## src/shs_pkg.sv

```systemverilog
// Shared types, constants and tables for the streaming SHA-256 hash block.
// Used by shs_ctrl, shs_dp and sha256_stream_hash; depends on nothing.
package shs_pkg;

  // Input beat: one optional message byte and an optional finish request.
  typedef struct packed {
    logic [7:0] msg_byte;
    logic       has_byte;
    logic       finish;
  } in_t;

  // Output beat: the 256-bit digest as eight big-endian words.
  typedef struct packed {
    logic [31:0] digest_w0;
    logic [31:0] digest_w1;
    logic [31:0] digest_w2;
    logic [31:0] digest_w3;
    logic [31:0] digest_w4;
    logic [31:0] digest_w5;
    logic [31:0] digest_w6;
    logic [31:0] digest_w7;
  } out_t;

  // Source of the byte shifted into the block buffer.
  typedef enum logic [1:0] {
    SRC_MSG  = 2'd0,
    SRC_MARK = 2'd1,
    SRC_ZERO = 2'd2,
    SRC_LEN  = 2'd3
  } src_e;

  localparam logic [5:0] FILL_LAST = 6'd63;
  localparam logic [5:0] LEN_START = 6'd56;
  localparam logic [5:0] ROUND_LAST = 6'd63;
  localparam logic [7:0] PAD_MARK = 8'h80;
  localparam logic [63:0] BITS_PER_BYTE = 64'd8;

  // Commands from the controller to the datapath.
  typedef struct packed {
    logic       byte_shift;
    src_e       byte_src;
    logic       count_en;
    logic       v_load;
    logic       round_en;
    logic [5:0] round_idx;
    logic       chain_add;
    logic       out_load;
  } cmd_t;

  // Status from the datapath to the controller.
  typedef struct packed {
    logic [5:0] fill;
  } sts_t;

  localparam logic [31:0] IV_TABLE [8] = '{
    32'h6a09e667, 32'hbb67ae85, 32'h3c6ef372, 32'ha54ff53a,
    32'h510e527f, 32'h9b05688c, 32'h1f83d9ab, 32'h5be0cd19
  };

  localparam logic [31:0] K_TABLE [64] = '{
    32'h428a2f98, 32'h71374491, 32'hb5c0fbcf, 32'he9b5dba5,
    32'h3956c25b, 32'h59f111f1, 32'h923f82a4, 32'hab1c5ed5,
    32'hd807aa98, 32'h12835b01, 32'h243185be, 32'h550c7dc3,
    32'h72be5d74, 32'h80deb1fe, 32'h9bdc06a7, 32'hc19bf174,
    32'he49b69c1, 32'hefbe4786, 32'h0fc19dc6, 32'h240ca1cc,
    32'h2de92c6f, 32'h4a7484aa, 32'h5cb0a9dc, 32'h76f988da,
    32'h983e5152, 32'ha831c66d, 32'hb00327c8, 32'hbf597fc7,
    32'hc6e00bf3, 32'hd5a79147, 32'h06ca6351, 32'h14292967,
    32'h27b70a85, 32'h2e1b2138, 32'h4d2c6dfc, 32'h53380d13,
    32'h650a7354, 32'h766a0abb, 32'h81c2c92e, 32'h92722c85,
    32'ha2bfe8a1, 32'ha81a664b, 32'hc24b8b70, 32'hc76c51a3,
    32'hd192e819, 32'hd6990624, 32'hf40e3585, 32'h106aa070,
    32'h19a4c116, 32'h1e376c08, 32'h2748774c, 32'h34b0bcb5,
    32'h391c0cb3, 32'h4ed8aa4a, 32'h5b9cca4f, 32'h682e6ff3,
    32'h748f82ee, 32'h78a5636f, 32'h84c87814, 32'h8cc70208,
    32'h90befffa, 32'ha4506ceb, 32'hbef9a3f7, 32'hc67178f2
  };

endpackage

```

## src/shs_dp.sv

```systemverilog
// Datapath of the streaming SHA-256 hash: block buffer and schedule window,
// round unit, chaining words, bit count and digest register. Uses shs_pkg.
module shs_dp import shs_pkg::*; (
  input  logic       clk_i,
  input  logic       rst_ni,
  input  logic [7:0] msg_byte_i,
  input  cmd_t       cmd_i,
  output sts_t       sts_o,
  output out_t       digest_o
);

  logic [511:0] blk_q, blk_d;
  logic [31:0]  v_q [8];
  logic [31:0]  v_d [8];
  logic [31:0]  chain_q [8];
  logic [5:0]   fill_q;
  logic [63:0]  bits_q;
  out_t         dig_q;

  logic [7:0]  byte_in;
  logic [2:0]  len_sel;
  logic [31:0] w0, w1, w9, w14, w_new, s0, s1;
  logic [31:0] e, a, big0, big1, ch, maj, t1, t2;

  function automatic logic [31:0] rotr(input logic [31:0] x, input int unsigned n);
    rotr = (x >> n) | (x << (32 - n));
  endfunction

  // Length bytes go out most significant first: fill 56 takes bits 63:56.
  assign len_sel = 3'd7 - fill_q[2:0];

  always_comb begin
    case (cmd_i.byte_src)
      SRC_MSG:  byte_in = msg_byte_i;
      SRC_MARK: byte_in = PAD_MARK;
      SRC_ZERO: byte_in = 8'h00;
      SRC_LEN:  byte_in = bits_q[{len_sel, 3'b000} +: 8];
      default:  byte_in = 8'h00;
    endcase
  end

  // Schedule window: word 0 sits in the top bits of the buffer.
  assign w0  = blk_q[511:480];
  assign w1  = blk_q[479:448];
  assign w9  = blk_q[223:192];
  assign w14 = blk_q[63:32];
  assign s0  = rotr(w1, 7) ^ rotr(w1, 18) ^ (w1 >> 3);
  assign s1  = rotr(w14, 17) ^ rotr(w14, 19) ^ (w14 >> 10);
  assign w_new = s1 + w9 + s0 + w0;

  assign e    = v_q[4];
  assign a    = v_q[0];
  assign big1 = rotr(e, 6) ^ rotr(e, 11) ^ rotr(e, 25);
  assign ch   = (e & v_q[5]) ^ (~e & v_q[6]);
  assign t1   = v_q[7] + big1 + ch + K_TABLE[cmd_i.round_idx] + w0;
  assign big0 = rotr(a, 2) ^ rotr(a, 13) ^ rotr(a, 22);
  assign maj  = (a & v_q[1]) ^ (a & v_q[2]) ^ (v_q[1] & v_q[2]);
  assign t2   = big0 + maj;

  always_comb begin
    blk_d = blk_q;
    if (cmd_i.byte_shift) begin
      blk_d = {blk_q[503:0], byte_in};
    end else if (cmd_i.round_en) begin
      blk_d = {blk_q[479:0], w_new};
    end
  end

  always_comb begin
    v_d = v_q;
    if (cmd_i.v_load) begin
      v_d = chain_q;
    end else if (cmd_i.round_en) begin
      v_d[7] = v_q[6];
      v_d[6] = v_q[5];
      v_d[5] = v_q[4];
      v_d[4] = v_q[3] + t1;
      v_d[3] = v_q[2];
      v_d[2] = v_q[1];
      v_d[1] = v_q[0];
      v_d[0] = t1 + t2;
    end
  end

  always_ff @(posedge clk_i) begin
    blk_q <= blk_d;
    v_q   <= v_d;
    if (cmd_i.out_load) begin
      dig_q <= {chain_q[0], chain_q[1], chain_q[2], chain_q[3],
                chain_q[4], chain_q[5], chain_q[6], chain_q[7]};
    end
  end

  always_ff @(posedge clk_i or negedge rst_ni) begin
    if (!rst_ni) begin
      chain_q <= IV_TABLE;
      fill_q  <= '0;
      bits_q  <= '0;
    end else if (cmd_i.out_load) begin
      chain_q <= IV_TABLE;
      fill_q  <= '0;
      bits_q  <= '0;
    end else begin
      if (cmd_i.chain_add) begin
        for (int i = 0; i < 8; i++) begin
          chain_q[i] <= chain_q[i] + v_q[i];
        end
      end
      if (cmd_i.byte_shift) begin
        fill_q <= fill_q + 6'd1;
      end
      if (cmd_i.count_en) begin
        bits_q <= bits_q + BITS_PER_BYTE;
      end
    end
  end

  assign sts_o.fill = fill_q;
  assign digest_o   = dig_q;

endmodule

```

## src/shs_ctrl.sv

```systemverilog
// Controller of the streaming SHA-256 hash: sequences byte loading, padding,
// the 64 rounds, the chaining add and the digest handoff. Uses shs_pkg.
module shs_ctrl import shs_pkg::*; (
  input  logic clk_i,
  input  logic rst_ni,
  input  logic in_valid_i,
  output logic in_ready_o,
  input  logic has_byte_i,
  input  logic finish_i,
  output logic out_valid_o,
  input  logic out_ready_i,
  input  sts_t sts_i,
  output cmd_t cmd_o
);

  typedef enum logic [6:0] {
    ST_IDLE  = 7'b0000001,
    ST_MARK  = 7'b0000010,
    ST_ZERO  = 7'b0000100,
    ST_LEN   = 7'b0001000,
    ST_ROUND = 7'b0010000,
    ST_ADD   = 7'b0100000,
    ST_OUT   = 7'b1000000
  } state_e;

  state_e     state_q, state_d;
  logic [5:0] rnd_q, rnd_d;
  logic       fin_pend_q, fin_pend_d;
  logic       pad_q, pad_d;
  logic       final_q, final_d;
  logic       out_valid_q, out_valid_d;
  logic       out_free;

  assign out_free = !out_valid_q || out_ready_i;

  always_comb begin
    state_d    = state_q;
    rnd_d      = rnd_q;
    fin_pend_d = fin_pend_q;
    pad_d      = pad_q;
    final_d    = final_q;
    in_ready_o = 1'b0;
    cmd_o      = '0;
    cmd_o.byte_src  = SRC_ZERO;
    cmd_o.round_idx = rnd_q;
    out_valid_d = out_valid_q && !out_ready_i;

    unique case (state_q)
      ST_IDLE: begin
        in_ready_o = 1'b1;
        if (in_valid_i) begin
          if (has_byte_i) begin
            cmd_o.byte_shift = 1'b1;
            cmd_o.byte_src   = SRC_MSG;
            cmd_o.count_en   = 1'b1;
            if (sts_i.fill == FILL_LAST) begin
              cmd_o.v_load = 1'b1;
              fin_pend_d   = finish_i;
              rnd_d        = '0;
              state_d      = ST_ROUND;
            end else if (finish_i) begin
              state_d = ST_MARK;
            end
          end else if (finish_i) begin
            state_d = ST_MARK;
          end
        end
      end
      ST_MARK: begin
        cmd_o.byte_shift = 1'b1;
        cmd_o.byte_src   = SRC_MARK;
        pad_d            = 1'b1;
        if (sts_i.fill == FILL_LAST) begin
          cmd_o.v_load = 1'b1;
          rnd_d        = '0;
          state_d      = ST_ROUND;
        end else begin
          state_d = ST_ZERO;
        end
      end
      ST_ZERO: begin
        if (sts_i.fill == LEN_START) begin
          state_d = ST_LEN;
        end else begin
          cmd_o.byte_shift = 1'b1;
          cmd_o.byte_src   = SRC_ZERO;
          if (sts_i.fill == FILL_LAST) begin
            cmd_o.v_load = 1'b1;
            rnd_d        = '0;
            state_d      = ST_ROUND;
          end
        end
      end
      ST_LEN: begin
        cmd_o.byte_shift = 1'b1;
        cmd_o.byte_src   = SRC_LEN;
        if (sts_i.fill == FILL_LAST) begin
          cmd_o.v_load = 1'b1;
          final_d      = 1'b1;
          rnd_d        = '0;
          state_d      = ST_ROUND;
        end
      end
      ST_ROUND: begin
        cmd_o.round_en = 1'b1;
        rnd_d          = rnd_q + 6'd1;
        if (rnd_q == ROUND_LAST) begin
          state_d = ST_ADD;
        end
      end
      ST_ADD: begin
        cmd_o.chain_add = 1'b1;
        if (final_q) begin
          state_d = ST_OUT;
        end else if (pad_q) begin
          state_d = ST_ZERO;
        end else if (fin_pend_q) begin
          fin_pend_d = 1'b0;
          state_d    = ST_MARK;
        end else begin
          state_d = ST_IDLE;
        end
      end
      ST_OUT: begin
        // Hold the digest until the output register is free.
        if (out_free) begin
          cmd_o.out_load = 1'b1;
          out_valid_d    = 1'b1;
          final_d        = 1'b0;
          pad_d          = 1'b0;
          state_d        = ST_IDLE;
        end
      end
      default: begin
        state_d = ST_IDLE;
      end
    endcase
  end

  always_ff @(posedge clk_i or negedge rst_ni) begin
    if (!rst_ni) begin
      state_q     <= ST_IDLE;
      rnd_q       <= '0;
      fin_pend_q  <= 1'b0;
      pad_q       <= 1'b0;
      final_q     <= 1'b0;
      out_valid_q <= 1'b0;
    end else begin
      state_q     <= state_d;
      rnd_q       <= rnd_d;
      fin_pend_q  <= fin_pend_d;
      pad_q       <= pad_d;
      final_q     <= final_d;
      out_valid_q <= out_valid_d;
    end
  end

  assign out_valid_o = out_valid_q;

endmodule

```

## src/sha256_stream_hash.sv

```systemverilog
// Top level of the streaming SHA-256 hash block.
// Joins shs_ctrl and shs_dp; uses the beat types of shs_pkg.

// Streaming SHA-256 over a byte stream. Each input beat may carry one message
// byte (has_byte) and may ask to finish the message (finish); with both set,
// the byte is part of the digest. Every 64th byte starts a compression that
// runs one round per cycle through a single shared round unit: 64 rounds,
// then the chaining add; the input is not ready during each compression.
// A finish beat pads the message byte by byte through the same buffer
// shift path (pad mark, zero fill, eight big-endian length bytes), then
// runs one compression, or two when 56 or more bytes were already buffered;
// the digest is held back while an earlier digest still waits in the output
// register. The digest lands in an output register as eight big-endian
// words, after which the block restarts from the initial hash values and
// accepts the next message while the digest beat still waits to be taken.
// There are no configuration registers and no clearing pass after reset.
module sha256_stream_hash import shs_pkg::*; (
  input  logic clk_i,
  input  logic rst_ni,
  input  logic in_valid_i,
  output logic in_ready_o,
  input  in_t  in_data_i,
  output logic out_valid_o,
  input  logic out_ready_i,
  output out_t out_data_o
);

  cmd_t cmd;
  sts_t sts;

  // Sequence loading, padding and rounds; own the output valid flag.
  shs_ctrl u_ctrl (
    .clk_i       (clk_i),
    .rst_ni      (rst_ni),
    .in_valid_i  (in_valid_i),
    .in_ready_o  (in_ready_o),
    .has_byte_i  (in_data_i.has_byte),
    .finish_i    (in_data_i.finish),
    .out_valid_o (out_valid_o),
    .out_ready_i (out_ready_i),
    .sts_i       (sts),
    .cmd_o       (cmd)
  );

  // Hold the block, the chaining words, the bit count and the digest.
  shs_dp u_dp (
    .clk_i      (clk_i),
    .rst_ni     (rst_ni),
    .msg_byte_i (in_data_i.msg_byte),
    .cmd_i      (cmd),
    .sts_o      (sts),
    .digest_o   (out_data_o)
  );

endmodule

```

## config.mk

```make
export PLATFORM = sky130hd
export DESIGN_NAME = sha256_stream_hash
export DESIGN_NICKNAME = d
export VERILOG_FILES = /design/src/shs_pkg.sv /design/src/shs_dp.sv /design/src/shs_ctrl.sv /design/src/sha256_stream_hash.sv
export SDC_FILE = /design/constraint.sdc
export NUM_CORES = 2
export LEC_CHECK = 0
export ABC_AREA = 1
export BUFFER_PORTS_ARGS = -buffer_cell sky130_fd_sc_hd__buf_2
export CAP_MARGIN = 20
export CORE_ASPECT_RATIO = 0.6
export CORE_MARGIN = 3
export CORE_UTILIZATION = 58
export DETAILED_ROUTE_END_ITERATION = 12
export HOLD_SLACK_MARGIN = 0.06
export PLACE_DENSITY = 0.85
export REMOVE_ABC_BUFFERS = 1
export SYNTH_ARGS = -nofsm -noshare
export SYNTH_HDL_FRONTEND = slang
export SYNTH_SLANG_ARGS = --single-unit
export TNS_END_PERCENT = 100
```

## constraint.sdc

```tcl
create_clock -name clk_i -period 14.3 [get_ports clk_i]
set_input_delay 0.715 -clock clk_i [delete_from_list [all_inputs] [get_ports clk_i]]
set_output_delay 0.715 -clock clk_i [all_outputs]
set_load 0.05 [all_outputs]
```

==> impl_metrics.xml <==
<?xml version="1.0" encoding="UTF-8"?>
<metrics>
  <group name="detailed_routing">
    <metric name="drt-vias-per-instance" unit="">6.338</metric>
    <metric name="firstDrtPassIters" unit="">11</metric>
    <metric name="top_layer" unit="">met5</metric>
    <metric name="route.vias.total" unit="">82960</metric>
    <metric name="met2_wirelength" unit="microns">128900</metric>
    <metric name="routed-wl-met3" unit="microns">68560</metric>
    <metric name="first_iter_violations" unit="">14630</metric>
    <metric name="drt_drc_violations_left" unit="">0</metric>
    <metric name="route.detailed.wl_per_inst" unit="microns">27.23</metric>
    <metric name="detail-route-antenna-nets" unit="">0</metric>
    <metric name="drt_wl_total" unit="microns">356400</metric>
    <metric name="detail_route.wirelength.met1" unit="microns">147200</metric>
  </group>
  <group name="sta">
    <metric name="slew_violations" unit="">0</metric>
    <metric name="timing.fmax" unit="MHz">102.7</metric>
    <metric name="period_minus_slack" unit="ns">9.736</metric>
    <metric name="timing.max_slew.rel_slack" unit="">0.1603</metric>
    <metric name="final_hold_viol_count" unit="">0</metric>
    <metric name="timing.hold.ws" unit="ns">0.2178</metric>
    <metric name="worst_clock_skew" unit="ns">0.06386</metric>
    <metric name="tightestPinTransition" unit="ns">1.255</metric>
    <metric name="timing.final.crit_share" unit="">0.6809</metric>
    <metric name="finalSetupViolations" unit="">0</metric>
    <metric name="unrepaired_setup_endpoints_after_global_routing" unit="">false</metric>
  </group>
  <group name="critical_path">
    <metric name="critPathArrivalTime" unit="ns">10.28</metric>
    <metric name="crit_slowest_cell" unit="">sky130_fd_sc_hd__dfrtp_1</metric>
    <metric name="setup.worst_path.class" unit="">reg2reg</metric>
    <metric name="path_common_cell" unit="">sky130_fd_sc_hd__inv_1</metric>
    <metric name="worst_path_largest_cell_delay" unit="ns">0.75</metric>
    <metric name="regToRegSetupSlack" unit="ns">4.56</metric>
    <metric name="cp-end-kind" unit="">register</metric>
    <metric name="crit_path_max_fanout" unit="">17</metric>
    <metric name="worstPathRequired" unit="ns">14.84</metric>
    <metric name="r2r-end" unit="">u_dp.a[30]$_DFFE_PP_</metric>
    <metric name="r2r.worst_path.cells" unit="">35</metric>
    <metric name="regToRegStartpoint" unit="">u_ctrl.rnd_q[0]$_DFFE_PN0P_</metric>
    <metric name="worstSetupStartpoint" unit="">u_ctrl.rnd_q[0]$_DFFE_PN0P_</metric>
    <metric name="startpoint_type" unit="">register</metric>
  </group>
  <group name="synthesis">
    <metric name="syn_area" unit="sq um">88970</metric>
    <metric name="synth.distinct_cells" unit="">61</metric>
    <metric name="synth.most_common_cell" unit="">sky130_fd_sc_hd__nand2_1</metric>
    <metric name="synth-edff-count" unit="">1024</metric>
    <metric name="async_reset_ff_frac" unit="">0.2493</metric>
    <metric name="synth-seq-area-share" unit="">0.4432</metric>
    <metric name="ys_seq_elements" unit="">1364</metric>
    <metric name="netlist_instances" unit="">10880</metric>
    <metric name="postSynth.topFlopCell" unit="">sky130_fd_sc_hd__edfxtp_1</metric>
    <metric name="synthesis.yosys.warnings" unit="">0</metric>
    <metric name="yosysTopAreaCell" unit="">sky130_fd_sc_hd__edfxtp_1</metric>
    <metric name="yosys.area.top_type_share" unit="">0.3456</metric>
    <metric name="synth.cells.most_frequent" unit="">3456 x sky130_fd_sc_hd__nand2_1, 1310 x sky130_fd_sc_hd__inv_1, 1024 x sky130_fd_sc_hd__edfxtp_1, 753 x sky130_fd_sc_hd__nor2_1, 600 x sky130_fd_sc_hd__o21ai_0</metric>
    <metric name="syn_area_per_cell" unit="sq um">8.180</metric>
    <metric name="synth_area_leaders" unit="">sky130_fd_sc_hd__edfxtp_1 35%, sky130_fd_sc_hd__nand2_1 15%, sky130_fd_sc_hd__dfrtp_1 5.7%</metric>
  </group>
  <group name="finish">
    <metric name="drive_gt1_frac" unit="">0.06445</metric>
    <metric name="area_delta_synth_final" unit="%">8.269</metric>
    <metric name="layout.filler_cells" unit="">12370</metric>
    <metric name="fin_nets" unit="">11560</metric>
  </group>
  <group name="cts">
    <metric name="numClockSinks" unit="">1364</metric>
    <metric name="ctsRootBufferMaster" unit="">sky130_fd_sc_hd__clkbuf_16</metric>
    <metric name="cts_tree" unit="">done</metric>
    <metric name="cts_made_buffers" unit="">132</metric>
    <metric name="h-tree-depth" unit="">4</metric>
    <metric name="clk_pin_slew" unit="ns">0.07</metric>
    <metric name="post_cts_resize_count" unit="">0</metric>
    <metric name="cts_max_path_bufs" unit="">3</metric>
    <metric name="clk_latency" unit="ns">0.84</metric>
  </group>
  <group name="floorplan">
    <metric name="num_rows" unit="">110</metric>
    <metric name="fp.dieArea" unit="sq um">158300</metric>
    <metric name="pin_count" unit="">272</metric>
    <metric name="die_height" unit="microns">309.4</metric>
    <metric name="die_w" unit="microns">511.6</metric>
    <metric name="start_util" unit="">0.5887</metric>
    <metric name="fp.coreArea" unit="sq um">151100</metric>
  </group>
  <group name="placement">
    <metric name="post-dp-hpwl" unit="microns">272100</metric>
    <metric name="io_buffer_count" unit="">271</metric>
    <metric name="gp_routability_congestion" unit="">1.133</metric>
  </group>
  <group name="worst_hold_path">
    <metric name="hold-path-cell-count" unit="">3</metric>
    <metric name="hp-class" unit="">in2reg</metric>
    <metric name="min_to" unit="">u_dp.blk_q[0]$_DFFE_PP_</metric>
    <metric name="hp-start" unit="">in_data_i[2]</metric>
  </group>
  <group name="global_routing">
    <metric name="antenna_found_initial" unit="">18</metric>
    <metric name="global_route.overflow_total" unit="">0</metric>
    <metric name="grt_pass1_wl" unit="microns">509000</metric>
    <metric name="grt_max_degree" unit="">298</metric>
    <metric name="grtUsageTotal" unit="">0.4379</metric>
    <metric name="grt_pass1_vias" unit="">75150</metric>
  </group>
  <group name="run_status">
    <metric name="outcome" unit="">completed</metric>
  </group>
  <group name="job">
    <metric name="max_cap_violations" unit="">0</metric>
  </group>
</metrics>
[kinds of logic after synthesis]
group | synth area share
adder cells (fa/ha/maj) | 0.09982
AND/OR/NAND/NOR | 0.2282
XOR/XNOR | 0.04017
multiplexers | 0.003052
buffers and inverters | 0.07479
AO/OA/AOI/OAI | 0.1108
flip-flops | 0.4432
[repair_timing]
item	in CTS	in global routing
hold endpoints to repair	57	0
hold buffers	1	0
buffers inserted	0	0
[layout by cell type, fill, tap and decap left out, types with 133 or more instances in the layout]
master                      synthesis  final
sky130_fd_sc_hd__dfrtp_1          203    203
sky130_fd_sc_hd__edfxtp_1        1024   1024
sky130_fd_sc_hd__nand2_1         3456   3453
sky130_fd_sc_hd__fa_1             195    195
sky130_fd_sc_hd__clkbuf_16          0    133
sky130_fd_sc_hd__a21oi_1          556    556
sky130_fd_sc_hd__o21ai_0          600    600
sky130_fd_sc_hd__inv_1           1310   1307
sky130_fd_sc_hd__ha_1             397    397
sky130_fd_sc_hd__xnor2_1          151    151
sky130_fd_sc_hd__xor2_1           257    257
sky130_fd_sc_hd__nand3_1          492    492
sky130_fd_sc_hd__dfstp_2          137    137
sky130_fd_sc_hd__buf_2            128    270
sky130_fd_sc_hd__nor2_1           753    753
[layout make-up]
cell class / instances / area [sq um] / share of cell area
multi-input combinational: 7805 / 42940 / 0.4458
sequential: 1364 / 39430 / 0.4093
inverter: 1321 / 4994 / 0.05184
clock buffer: 170 / 3517 / 0.03651
tap: 2016 / 2522 / 0.02619
timing repair buffer: 330 / 1954 / 0.02029
clock inverter: 73 / 944.7 / 0.009807
antenna: 10 / 25.02 / 0.0002598
[worst max-delay path, delay by kind of cell, from the launching register on]
| kind | cells | cell delay (ns) |
|---|---|---|
| AOI/OAI and AO/OA | 7 | 2.31 |
| buffers and inverters | 7 | 1.06 |
| adders and majority gates | 8 | 3.58 |
| DFF | 1 | 0.75 |
| xor gates and xnor gates | 1 | 0.27 |
| and+or+nand+nor | 12 | 1.48 |
[routing by layer]
metal  GRT usage  vias up
met1      0.6584    39300
met5     0.01661        -
met3      0.2215      833
li1            -    35970
met4      0.1166       26
met2      0.5421     6825
[how the worst max path moves through the flow]
| stage | end | cells past startpoint |
|---|---|---|
| final | u_dp.a[30]$_DFFE_PP_ | 35 |
| after global routing | u_dp.a[30]$_DFFE_PP_ | 39 |
| after CTS | u_dp.a[30]$_DFFE_PP_ | 39 |
| after detailed placement | u_dp.a[30]$_DFFE_PP_ | 39 |
| after global placement | u_dp.a[30]$_DFFE_PP_ | 35 |
| after floorplan | u_dp.blk_q[0]$_DFFE_PP_ | 7 |
[registers in the layout (all words and copies together) (netlist names)]
register and count:
u_ctrl.rnd_q 6, u_ctrl.out_valid_o 1, u_dp.blk_q 512, u_ctrl.state_q 7
u_dp.digest_o 256, u_ctrl.pad_q 1, u_dp.v_q 192, u_dp.a 32
u_dp.sts_o 6, u_dp.chain_q 256, u_dp.e 32, u_ctrl.fin_pend_q 1
u_ctrl.final_q 1, u_dp.bits_q 61
[metrics by stage]
step / cell area, sq um / std cells / worst slack [ns] / util / setup TNS, ns
2_1_floorplan: 87270 / 10490 / -11.76 / - / -7693.67
3_3_place_gp: 91700 / 12830 / 5.097 / 0.6068 / 0
3_5_place_dp: 91710 / 12830 / 5.035 / 0.6069 / 0
4_1_cts: 96180 / 13070 / 4.992 / 0.6365 / 0
5_1_grt: 96310 / 13080 / 4.049 / 0.6373 / 0
6_report: 96320 / 13090 / 4.564 / 0.6374 / 0
Power is not shown: default switching activity piles up to over one toggle a cycle in this logic, so the estimate is an artifact.
